**src/rtl/tmh_ram.sv**
```systemverilog
// Generic single-port-write, single-port-read RAM with registered read.
// No dependencies.
module tmh_ram #(
    parameter int WIDTH = 8,
    parameter int DEPTH = 16
) (
    input  logic                     aclk,
    input  logic                     we,
    input  logic [$clog2(DEPTH)-1:0] waddr,
    input  logic [WIDTH-1:0]         wdata,
    input  logic                     re,
    input  logic [$clog2(DEPTH)-1:0] raddr,
    output logic [WIDTH-1:0]         rdata
);

    logic [WIDTH-1:0] mem [DEPTH];

    always_ff @(posedge aclk) begin
        if (we) begin
            mem[waddr] <= wdata;
        end
        if (re) begin
            rdata <= mem[raddr];
        end
    end

endmodule

```
**config.mk**
```make
export PLATFORM = sky130hd
export DESIGN_NAME = tmh_ram
export DESIGN_NICKNAME = d
export VERILOG_FILES = /design/src/rtl/tmh_ram.sv
export SDC_FILE = /design/constraint.sdc
export NUM_CORES = 1
export LEC_CHECK = 0
export ABC_AREA = 1
export BUFFER_PORTS_ARGS = -buffer_cell sky130_fd_sc_hd__buf_4
export CORE_MARGIN = 2
export CORE_UTILIZATION = 59
export DETAILED_ROUTE_END_ITERATION = 8
export GPL_TIMING_DRIVEN = 0
export PLACE_DENSITY = 0.77
export SLEW_MARGIN = 20
export SYNTH_ARGS = -nofsm -noshare
export SYNTH_HDL_FRONTEND = slang
export SYNTH_SLANG_ARGS = --single-unit
```
**constraint.sdc**
```tcl
create_clock -name aclk -period 1.9 [get_ports aclk]
set_clock_uncertainty 0.2 [all_clocks]
set_input_delay 0.285 -clock aclk [delete_from_list [all_inputs] [get_ports aclk]]
set_output_delay 0.285 -clock aclk [all_outputs]
set_load 0.01 [all_outputs]
```
Word-level counts from Yosys, hierarchy flattened

Memory sizes are Yosys's and may differ from the RTL's. A register that Yosys moved wholly into a read port is not among the register bits.
Cells that the tools add are included.

Input bits: 19
Output and inout bits: 8
Bits in writable memories: 128
Memories: 1
Flip-flop bits (word level): 0
Word-level logic and storage cells: 3

Memory list:

| memory | depth | width | read ports | clocked after memory_dff | wr ports | RTL line | text |
|---|---|---|---|---|---|---|---|
| mem    | 16    | 8     | 1          | 1                        | 1        | 16       | `logic [WIDTH-1:0] mem [DEPTH];` |

Muxes and demuxes: 2

Operators by type and width:

| kind              | count |
|---|---|
| 1-bit two-way mux | 2 |

Depth between registers and ports, before layout

Gate-level depths: netlist (run 1).

Word-level depth: 2
Mapped depth: 8
Depth with buffers taken out: 7

Least setup slack after synthesis (run 1)

Ideal clock, no wire load.

Path type: input -> register
From: input waddr[2]
To: memory mem[10][0], enable pin
Path buffers: 0
Arrival time: 0.866 ns
Stages: 2
Slack: 0.464 ns
Library setup time: 0.370 ns
Path through: nand3b_1 nor2_1

RTL lines:

| item               | RTL line | text |
|---|---|---|
| start: declaration | 9        | `input logic [$clog2(DEPTH)-1:0] waddr,` |
| end: declaration   | 16       |  |

Straight into the memory's write port.

Worst setup path in the final report (run 1)

From: register rdata[1], read port of mem
To: output rdata[1]

RTL lines:

| item               | RTL line | text |
|---|---|---|
| start: declaration | 13       | `output logic [WIDTH-1:0] rdata` |

No word-level cell between the ends.

==> impl_metrics.json, run 1 <==
{
  "die_w_um": 103.6,
  "cts_sinks": 136,
  "crit_arrival_ns": 1.06,
  "cp_max_fo": 1,
  "drv_cap": 0,
  "synth_nets": 570,
  "nFillCells": 633,
  "postLayoutSetupSlackWorst_ns": 0.3544,
  "areaGrowthSynthToFinish_pct": 19.24,
  "dpl.hpwl_um": 8850,
  "drt_pass1_iterations": 5,
  "initial_core_util": 0.6037,
  "cts_made_buffers": 17,
  "synth_seq_cells": 136,
  "synth_area_per_cell_um2": 10.61,
  "die_area_um2": 10720,
  "synth_simple_gate_area_frac": 0.2076,
  "crit_family": "flip-flops",
  "synthCells": 551,
  "crit_required_ns": 1.41,
  "clk_path_buf_depth": 2,
  "cts_max_level": 4,
  "coreArea_um2": 9684,
  "holdWs_ns": 0.08716,
  "drt_iter0_drc": 468,
  "ioPinCount": 27,
  "cts_tree": "built",
  "overflow": 0,
  "cts-resized-gates": 0,
  "p_leak_nw": 3.017,
  "routed_wl_um": 13980,
  "portBuffers": 23,
  "grt_pass1_wl_um": 21830,
  "path_clk_slew_ns": 0.06,
  "synth_top_family_by_area": "simple AND/OR/NAND/NOR gates",
  "hp-class": "in -> reg",
  "clock.fmax_ghz": 0.6470,
  "worst_pin_slew_ns": 0.9462,
  "diodes": 0,
  "syn-cell-area_um2": 5847,
  "tns_ns": 0,
  "setup_viol_count_final": 0,
  "track_usage": 0.2758,
  "p_per_area_nw_per_um2": 1109,
  "root_buffer": "clkbuf_8",
  "slowest_stage": "edfxtp_1",
  "gp_congestion": 0.8811,
  "synth_fa_ha_area_frac": 0,
  "finalHoldViolCount": 0,
  "ys_types": 11,
  "rsz0062_at_grt": "no",
  "drive_gt1_frac": 0.1252,
  "rrSetupSlack_ns": 0.53,
  "grt_pass1_vias": 4054,
  "finalPower_mw": 7.735,
  "vdd_drop_max_v": 0.0006708,
  "synth_warnings": 0,
  "critPathMaxStageDelay_ns": 0.37,
  "grt_max_degree": 17,
  "relSlewSlack": 0.3669,
  "slew_violations": 0,
  "cp-end-kind": "output pin",
  "mostFrequentLayoutCells": "173 x nand2_1, 136 x edfxtp_1, 100 x inv_1, 97 x nand3_1, 27 x buf_4",
  "die_h_um": 103.6,
  "synth_mux_area_frac": 0,
  "vias": 4095,
  "drc": 0,
  "synth-xor-area-share": 0,
  "synth_compound_area_frac": 0,
  "via_per_inst": 5.475,
  "wl_per_cell_um": 18.69,
  "path_cells": "buf_4",
  "worstSetupPathType": "reg -> out",
  "fin_crit_ns": 1.546,
  "outcome": "completed",
  "startpoint_type": "flip-flop",
  "final_common_cell": "nand2_1",
  "insertion_delay_ns": 0.53,
  "yosysSeqAreaShare": 0.6985,
  "fin_nets": 621,
  "antenna_found_initial": 0,
  "rows": 36,
  "period_share": 0.8135,
  "drtAntennaViolNets": 0,
  "worst-path-buf-inv": 1,
  "pre_cts_ws_ns": -0.07620
}
## synth_stat cells
| cell type | n | share of area |
|---|---|---|
| nand3_1 | 97 | 0.083 |
| inv_1 | 100 | 0.064 |
| nand2_1 | 173 | 0.11 |
| inv_2 | 2 | 0.0013 |
| buf_6 | 6 | 0.012 |
| buf_4 | 4 | 0.0051 |
| buf_1 | 1 | 0.00064 |
| edfxtp_1 | 136 | 0.70 |
| nor2_1 | 17 | 0.011 |
| buf_2 | 13 | 0.011 |
| nand3b_1 | 2 | 0.0026 |
## metal layers
| layer | wire length, µm | vias up | track usage | part of all wire |
|---|---|---|---|---|
| li1 | - | 1886 | - | - |
| met1 | 5649 | 1909 | 0.3704 | 0.40 |
| met2 | 6543 | 261 | 0.4300 | 0.47 |
| met3 | 1385 | 39 | 0.06671 | 0.099 |
| met4 | 398 | 0 | 0.1293 | 0.028 |
| met5 | 0 | - | 0 | 0 |
## sequential cells by signal, indices dropped and copies added, names as in the netlist
signal,cells
mem,128
rdata,8
## worst min-delay path, stage by stage
cell     delay, ns
buf_2         0.16
nand3_1       0.10
nand3_1       0.07
nand2_1       0.09
## power by group
group | leakage (nW) | internal [mW] | switching [mW] | total (mW)
combinational | 1.45 | 0.155 | 0.318 | 0.473
sequential | 1.24 | 3.38 | 0.0176 | 3.40
clock | 0.334 | 2.66 | 1.21 | 3.86
## final cells by class
type	count	area [µm²]	area share
Tap cell	133	166.4	0.02387
Timing Repair Buffer	32	262.8	0.03769
Buffer	24	166.4	0.02387
Clock buffer	19	421.7	0.06048
Inverter	102	382.9	0.05492
Sequential cell	136	4084	0.5858
Clock inverter	13	274.0	0.03930
Multi-Input combinational cell	289	1214	0.1741
## through the flow
stage | instance area [µm²] | util | std cells
6_report | 6972 | 0.7199 | 748
5_1_grt | 6972 | 0.7199 | 748
4_1_cts | 6972 | 0.7199 | 748
2_1_floorplan | 5847 | - | 551
3_3_place_gp | 6186 | 0.6388 | 707
3_5_place_dp | 6186 | 0.6388 | 707
## final timing paths
path,startpoint,endpoint,depth (start not counted)
worst max-delay path,rdata[1],rdata[1],1
worst min register to register,mem[12][5],rdata[5],6
worst max register to register,mem[0][0],rdata[0],6
worst min-delay path,raddr[2],rdata[6],4
## timing repair
action,4_1_cts,5_1_grt
hold buffers,9,0
buffers inserted,0,0
endpoints found under the setup margin,0,0
endpoints found under the hold margin,136,0
## kinds of logic (layout without fill, tap and decap cells)
group / after synthesis / count (layout)
flops: 136 / 136
simple gates: 289 / 289
buf+inv: 126 / 190
(Power assumes the default switching activity.)
==> run 2, diff against run 1 <==
- ABC_AREA: 1 -> 0
- CORE_UTILIZATION: 59 -> 54
- PLACE_DENSITY: 0.77 -> 0.74
- clock period: 1.9 -> 1.3 ns (I/O delays scaled with it)
==> impl_metrics.json, run 2 <==
{
  "cp_max_fo": 1,
  "gp_congestion": 0.7319,
  "largest_register_ff_count": 128,
  "async_flop_share": 0,
  "critPathMaxStageDelay_ns": 0.54,
  "synth-xor-area-share": 0,
  "synth_nets": 248,
  "relSlewSlack": 0.4816,
  "cts_setup_buffers": 0,
  "diodes": 0,
  "vias": 2479,
  "synth_mux_area_frac": 0.1479,
  "cts_made_buffers": 17,
  "period_share": 1.290,
  "cp-end-kind": "flip-flop",
  "p_leak_nw": 2.070,
  "via_per_inst": 5.861,
  "synth_compound_area_frac": 0.02298,
  "synth_commonest_cells": "136 x edfxtp_1, 18 x mux4_2, 16 x a22oi_1",
  "rows": 35,
  "slew_violations": 0,
  "die_h_um": 102.4,
  "startpoint_type": "flip-flop",
  "fin_crit_ns": 1.677,
  "clk_path_buf_depth": 2,
  "track_usage": 0.2174,
  "slowest_stage": "mux4_2",
  "ys_types": 18,
  "p_per_area_nw_per_um2": 1580,
  "cts_max_level": 4,
  "final_area_um2": 6375,
  "dpl.hpwl_um": 6198,
  "rsz0062_at_grt": "yes",
  "hp-class": "in -> reg",
  "portBuffers": 25,
  "synthCells": 229,
  "multiInputGateArea_um2": 1141,
  "mostFrequentLayoutCells": "136 x edfxtp_1, 32 x mux4_2, 16 x clkbuf_16, 16 x buf_4, 11 x a22oi_1",
  "synth_fa_ha_area_frac": 0,
  "holdWs_ns": -0.07452,
  "areaGrowthSynthToFinish_pct": 21.95,
  "die_w_um": 102.4,
  "synth_top_area_frac": 0.7812,
  "finalHoldViolCount": 32,
  "path_clk_slew_ns": 0.06,
  "synth.most_common_cell": "edfxtp_1",
  "synth_area_leader_cell": "edfxtp_1",
  "fin_nets": 301,
  "grt_max_degree": 17,
  "overflow": 0,
  "insertion_delay_ns": 0.52,
  "vdd_drop_max_v": 0.001155,
  "drt_pass1_iterations": 7,
  "grt_pass1_wl_um": 15090,
  "crit_arrival_ns": 1.73,
  "top_regs": "mem (128), rdata (8)",
  "drv_cap": 0,
  "nFillCells": 575,
  "setup_viol_count_final": 16,
  "ioPinCount": 27,
  "routed_wl_um": 10250,
  "initial_core_util": 0.5604,
  "hold_buffers": 9,
  "path_cells": "mux4_2 -> a22oi_2 -> nand2_1",
  "antenna_found_initial": 0,
  "ys.flop_type": "edfxtp_1",
  "synth_simple_gate_area_frac": 0.03135,
  "yosysSeqAreaShare": 0.7812,
  "worstSetupPathType": "reg -> reg",
  "root_buffer": "clkbuf_8",
  "drive_gt1_frac": 0.3946,
  "synth_warnings": 0,
  "seq_area_um2": 4084,
  "outcome": "finished, violations left",
  "ys_top_cells_by_area": "edfxtp_1 78%, mux4_2 7.8%, mux4_1 7.0%",
  "syn-cell-area_um2": 5228,
  "grt_pass1_vias": 2490,
  "clock.fmax_ghz": 0.5964,
  "die_area_um2": 10480,
  "worst_pin_slew_ns": 0.7748,
  "synth_edf_count": 136,
  "crit_required_ns": 1.35,
  "coreArea_um2": 9328,
  "final_common_cell": "edfxtp_1",
  "synth_area_per_cell_um2": 22.83,
  "synth_top_family_by_area": "multiplexers",
  "cts_tree": "built",
  "dpl-instance-area_um2": 5665,
  "drt_iter0_drc": 173,
  "failed_checks": "negative hold slack, negative setup slack",
  "synth_seq_cells": 136,
  "postLayoutSetupSlackWorst_ns": -0.3768,
  "wl_per_cell_um": 24.24,
  "top_register": "mem",
  "drtAntennaViolNets": 0,
  "cts_sinks": 136,
  "drc": 0
}
## run 2: cell types whose count changed in the layout (fill, tap and decap cells not counted), moves of 8 or more
cell and change:
buf_4 -11, mux4_2 +32, nor2_1 -16, inv_1 -100
a22oi_1 +11, nand2_1 -164, nor2_4 +8, buf_2 -10
nand3_1 -96
## run 2: metal layers
metal / track usage / up-vias / share of wire
met5: 0 / - / 0
met4: 0.09641 / 0 / 0.013
met3: 0.05130 / 9 / 0.062
met2: 0.3173 / 107 / 0.49
met1: 0.3193 / 1285 / 0.43
li1: - / 1078 / -
## run 2: where the power goes
| part | internal, mW | switching [mW] |
|---|---|---|
| clock | 2.88 | 1.63 |
| sequential | 4.94 | 0.0296 |
| combinational | 0.275 | 0.320 |
## run 2: logic make-up (layout without fill, tap and decap cells)
group / count (synthesis) / count (layout)
AND/OR/NAND/NOR: 35 / 35
buffers and inverters: 10 / 75
AO/OA/AOI/OAI: 16 / 16
multiplexers: 32 / 32
flip-flops: 136 / 136
## run 2: final cells by class
| cell class | count | share of cell area |
|---|---|---|
| timing repair buffer | 34 | 0.04887 |
| clock inverter | 11 | 0.02061 |
| sequential | 136 | 0.6406 |
| clock buffer | 20 | 0.06673 |
| buffer | 10 | 0.01884 |
| multi-input combinational | 83 | 0.1790 |
| tap | 129 | 0.02532 |
## run 2: worst paths after layout
path         startpoint         to  slack, ns  cells past startpoint
max           mem[7][6]   rdata[6]      -0.38                      3
min            waddr[1]  mem[8][6]      -0.07                      2
max reg2reg   mem[7][6]   rdata[6]      -0.38                      3
min reg2reg  mem[11][5]   rdata[5]       0.56                      3
## run 2: what timing repair did
action | CTS | global route
setup endpoints to repair | 32 | 24
resized for setup | 11 | 6
pin swaps | 5 | 1
hold endpoints to repair | 168 | 32
## run 2: worst max-delay path, delay by kind of cell (launching register included)
kind               cells  cell delay, ns
AOI/OAI and AO/OA      1            0.18
and+or+nand+nor        1            0.10
DFF                    1            0.40
muxes                  1            0.54
## run 2: metrics by stage
stage          utilization  std cells  total power, mW  setup TNS [ns]  worst slack [ns]
3_3_place_gp        0.6074        383            5.573          -51.11           -0.5690
2_1_floorplan            -        229            5.353          -9.389           -0.2954
4_1_cts             0.6808        423            10.13          -3.900           -0.3596
5_1_grt             0.6834        423            10.36          -4.328           -0.4169
3_5_place_dp        0.6074        383            5.600          -53.95           -0.5936
6_report            0.6834        423            10.07          -3.647           -0.3768
